### src/design/ic3_ram.sv
module ic3_ram #(
    parameter int WIDTH = 8,
    parameter int DEPTH = 256
) (
    input  logic                     clk,
    input  logic                     we,
    input  logic [$clog2(DEPTH)-1:0] waddr,
    input  logic [WIDTH-1:0]         wdata,
    input  logic [$clog2(DEPTH)-1:0] raddr,
    output logic [WIDTH-1:0]         rdata
);

    logic [WIDTH-1:0] mem [DEPTH];

    // read-first: a same-address write shows up on the next read
    always_ff @(posedge clk)
    begin
        if (we)
        begin
            mem[waddr] <= wdata;
        end
        rdata <= mem[raddr];
    end

endmodule

### config.mk
export PLATFORM = sky130hd
export DESIGN_NAME = ic3_ram
export DESIGN_NICKNAME = d
export VERILOG_FILES = /design/src/design/ic3_ram.sv
export SDC_FILE = /design/constraint.sdc
export NUM_CORES = 2
export LEC_CHECK = 0
export BUFFER_PORTS_ARGS = -buffer_cell sky130_fd_sc_hd__buf_2
export CAP_MARGIN = 20
export CORE_MARGIN = 2
export CORE_UTILIZATION = 35
export DETAILED_ROUTE_END_ITERATION = 12
export GPL_ROUTABILITY_DRIVEN = 0
export GPL_TIMING_DRIVEN = 0
export PLACE_DENSITY = 0.52
export SYNTH_ARGS = -nofsm -noshare
export SYNTH_HDL_FRONTEND = slang
export SYNTH_SLANG_ARGS = --single-unit
### constraint.sdc
create_clock -name clk -period 2.13 [get_ports clk]
set_input_delay 0.213 -clock clk [delete_from_list [all_inputs] [get_ports clk]]
set_output_delay 0.213 -clock clk [all_outputs]
set_load 0.01 [all_outputs]
### Word-level counts from Yosys, hierarchy flattened

Memory sizes are Yosys's and may differ from the RTL's. A register that Yosys moved wholly into a read port is not among the register bits.
Cells that the tools add are included.

| cells by class | value |
|---|---|
| multiplexer cells | 2 |

Operators by type and width:

| operator | count |
|---|---|
| $mux W1 | 2 |

| storage, ports and cells | value |
|---|---|
| flip-flop bits (word level) | 0 |
| memory bits (writable) | 2048 |
| bits of input ports | 26 |
| output and inout bits | 8 |
| memories kept | 1 |

Memories:

| name | words | bits a word | rd ports | clocked after memory_dff | wr ports | RTL line | RTL |
|---|---|---|---|---|---|---|---|
| mem | 256 | 8 | 1 | 1 | 1 | 13 | `logic [WIDTH-1:0] mem [DEPTH];` |

### Depth between registers and ports, before layout

| logic depth | value |
|---|---|
| depth in word-level cells | 2 |
| gate-level depth with buffers | 11 |

### Least setup slack after synthesis

OpenSTA, ideal clock, no wires.

| timing | value |
|---|---|
| path type | in2reg |
| start point | input port raddr[0] |
| end point | register rdata[2], read port of mem |
| library setup time | 131 ps |
| arrival | 2020 ps |
| path slack | -21 ps |
| stages on the path | 9 |
| path buffers | 4 |
| cell sequence | buf_6 -> buf_12 -> buf_8 -> buf_2 -> mux4_2 -> a22oi_1 -> a21oi_1 -> nor4_1 -> nor4_2 |

RTL lines:

| what | RTL line | RTL |
|---|---|---|
| from (decl) | 9 | `input logic [$clog2(DEPTH)-1:0] raddr,` |
| to (decl) | 10 | `output logic [WIDTH-1:0] rdata` |

==> flow_metrics.py <==
metrics = {
    "routing": {
        "drcViolationCount": 0,
        "antenna_left": 0,
        "num_vias": 41327,
        "drt-pass1-iter-count": 6,
        "vias_per_cell": 5.701,
        "drt_iter0_markers": 5694,
        "finalWirelength_um": 257100,
        "wl_per_cell_um": 35.47,
    },
    "worst_setup_path": {
        "path_class": "input port to flip-flop",
        "crit_family": "simple AND/OR/NAND/NOR gates",
        "crit_arrival_ns": 3.26,
        "startpoint": "raddr[2]",
        "worstPathRequired_ns": 2.83,
        "r2r-end": "rdata[0]",
        "rrSetupSlack_ns": -0.39,
        "path_max_fanout": 10,
        "critPathCaptureType": "flip-flop",
        "timing.rr.start": "mem[68][0]",
        "worstSetupStartpointType": "input port",
        "path_buf_inv": 3,
        "cpPeakStageDelay_ns": 0.70,
        "cp_cell_sequence": "buf_2 > buf_4 > buf_4 > nand2_1 > o221ai_1 > nor2_1 > nor4_4 > nor4_4",
        "critPathSlowestCell": "nor4_4",
        "reg2regPathDepth": 5,
        "path_depth": 8,
    },
    "global_route": {
        "antenna_found_initial": 17,
        "grt_usage_pct": 21.97,
        "gr-total-overflow": 0,
        "grt_pass1_vias": 40811,
        "grt_pass1_wl_um": 346400,
        "grt_max_degree": 153,
    },
    "finish": {
        "seqCellArea_mm2": 0.06166,
        "final_cell_mix": "2048 x edfxtp_1, 454 x mux4_2, 218 x clkbuf_16",
        "final_common_cell": "edfxtp_1",
        "multi_input_area_mm2": 0.01856,
        "nets": 4073,
        "n_fill_cell": 19866,
        "drive_gt1_share_pct": 31.23,
        "area_growth_pct": 18.07,
    },
    "sta": {
        "max_freq_mhz": 389.9,
        "fin_skew_ns": 0.03139,
        "finalSetupTns_ns": -12.31,
        "maxSlewHeadroom_pct": 1.053,
        "tightest_slew_ns": 1.484,
        "rsz0062_at_grt": "true",
        "setup_ws_ns": -0.4346,
        "fin_crit_ns": 2.565,
        "period_share_pct": 120.4,
        "finalSetupViolations": 239,
        "drv_slew": 0,
        "finalHoldViolations": 0,
    },
    "synthesis": {
        "async_flop_share_pct": 0,
        "ys_seq_elements": 2056,
        "ys_seq_area_share_pct": 77.50,
        "syn-num-nets": 3759,
        "synth_flop_cell": "edfxtp_1",
        "netlist_area_mm2": 0.07956,
        "synth-edff-count": 2048,
        "yosysUniqueCellTypes": 55,
        "synthCells": 3733,
        "ys_warn_count": 0,
        "syn_area_per_cell_um2": 21.31,
    },
    "power": {
        "switchingPower_mw": 19.51,
        "power.internal_mw": 67.17,
        "seq_power_share_pct": 51.5,
        "combinationalPowerShare_pct": 6.2,
        "power_density_mw_per_mm2": 922.8,
        "ir_drop_mv": 0.8518,
        "switching_share_pct": 22.51,
        "leakage_nw": 28.51,
        "power_frac_clock_pct": 42.3,
    },
    "min_path": {
        "worstHoldStart": "waddr[6]",
        "whs_endpoint": "mem[213][6]",
        "min_path_type": "input port to flip-flop",
        "hold_depth": 3,
    },
    "flow_run": {
        "drv_cap": 0,
    },
    "outcome": {
        "status": "complete, but fails checks",
        "failed_checks": "setup timing",
    },
    "floorplan": {
        "dieArea_mm2": 0.2311,
        "rows": 175,
        "start_util_pct": 35.11,
        "core_area_mm2": 0.2266,
        "ios": 34,
        "die_w_um": 480.8,
        "die_h_um": 480.8,
    },
    "clock_tree": {
        "cts_made_buffers": 213,
        "clk-insertion-delay-late_ns": 0.85,
        "cts_tree": "yes",
        "cts_sinks": 2056,
        "clk_pin_slew_worst_paths_ns": 0.06,
        "clock_path_buffers": 3,
        "root_buffer": "clkbuf_16",
        "htree_levels": 4,
    },
    "placement": {
        "io_buffers": 26,
        "post-place-ws_ns": -2.889,
        "hpwl_um": 172700,
    },
}
## sequential cells by signal, summed over array words and instances (netlist names)
signal / flops
rdata: 8
mem: 2048
## layer usage
layer  vias up  share of wire [%]  GRT usage, %
met5         -             0.0047             0
met4         2                3.8         7.991
met3       437                8.4         5.135
met2      1932                 47         34.10
met1     22509                 41         30.22
li1      16447                  -             -
## power by group through the flow
stage	clock (mW)	combinational, mW	sequential (mW)
CTS	37.0	5.26	44.6
global placement	0	4.69	45.7
global route	38.5	5.52	44.6
floorplan	0	2.17	45.5
finish	36.6	5.40	44.6
detailed placement	0	4.92	45.5
## cell type report
| class | count | area share [%] |
|---|---|---|
| antenna | 16 | 0.04263 |
| inverter | 2 | 0.009325 |
| tap | 3009 | 4.008 |
| clock buffer | 270 | 6.016 |
| clock inverter | 122 | 1.155 |
| timing repair buffer | 100 | 1.389 |
| sequential | 2056 | 65.64 |
| multi-input combinational | 1442 | 19.76 |
| buffer | 232 | 1.979 |
## worst max path at each step
stage	end	slack [ns]
finish	rdata[0]	-0.43
global route	rdata[0]	-0.33
CTS	mem[101][7]	-0.37
detailed placement	rdata[4]	-2.89
global placement	rdata[4]	-3.60
floorplan	rdata[2]	-0.003
## logic make-up (layout without fill, tap and decap cells)
family	after synthesis	after routing	synth area share, %
buffers and inverters	235	726	1.831
DFF	2056	2056	77.50
muxes	591	591	14.62
AOI/OAI and AO/OA	385	385	3.419
other	0	16	0
and+or+nand+nor	466	466	2.628
## through the flow
step                      power [mW]  cells  cell area, µm²  hold WS, ns  util, %
after CTS                      86.87   7231           93250      0.09955    41.15
after global placement         50.35   6768           83480       0.6106    36.83
after global routing           88.66   7238           93900       0.1863    41.43
final                          86.68   7249           93930       0.2023    41.45
after detailed placement       50.40   6828           84560       0.6063    37.31
after floorplan                47.67   3733           79580       0.3119        -
## worst reg2reg max path: stages (launching register included)
cell and delay, ns:
edfxtp_1 0.38, mux4_2 0.48, mux4_2 0.52, nor2b_4 0.19, nor4_4 0.67, nor4_4 0.13
## what timing repair did
action / 4_1_cts / 5_1_grt
endpoints found under the hold margin: 457 / 0
setup endpoints to repair: 1286 / 649
resized for setup: 504 / 161
pin swaps: 13 / 28
buffers inserted: 4 / 1
hold buffers: 8 / 0
## synthesized netlist by cell type, types with 2 or more instances
library cell / number / share of area (%)
edfxtp_1: 2048 / 77
mux4_2: 454 / 13
nor2_1: 282 / 1.3
mux2i_1: 134 / 1.7
a22oi_1: 133 / 1.3
clkbuf_1: 111 / 0.52
a21oi_1: 96 / 0.60
o221ai_1: 46 / 0.51
nand3_1: 34 / 0.21
nand2_1: 33 / 0.16
buf_2: 31 / 0.20
nor2b_1: 31 / 0.24
o22ai_1: 28 / 0.22
buf_4: 27 / 0.25
nor4_1: 24 / 0.19
buf_1: 22 / 0.10
nor3_1: 22 / 0.14
buf_6: 21 / 0.30
a211oi_1: 16 / 0.15
a221oi_1: 13 / 0.14
buf_8: 13 / 0.25
nand4_1: 10 / 0.079
o211ai_1: 10 / 0.094
o21ai_0: 10 / 0.063
a22o_1: 8 / 0.088
buf_12: 8 / 0.20
dfxtp_1: 8 / 0.20
nand2b_1: 8 / 0.063
and2_1: 6 / 0.047
o22a_1: 5 / 0.055
o32ai_1: 4 / 0.044
or2_2: 4 / 0.031
nor4_2: 3 / 0.047
a2111oi_0: 2 / 0.022
a2111oi_1: 2 / 0.025
a311oi_1: 2 / 0.022
a31oi_1: 2 / 0.016
and3b_1: 2 / 0.022
mux4_1: 2 / 0.066
nand3b_1: 2 / 0.019
o21ai_1: 2 / 0.013
(Power assumes the default switching activity.)
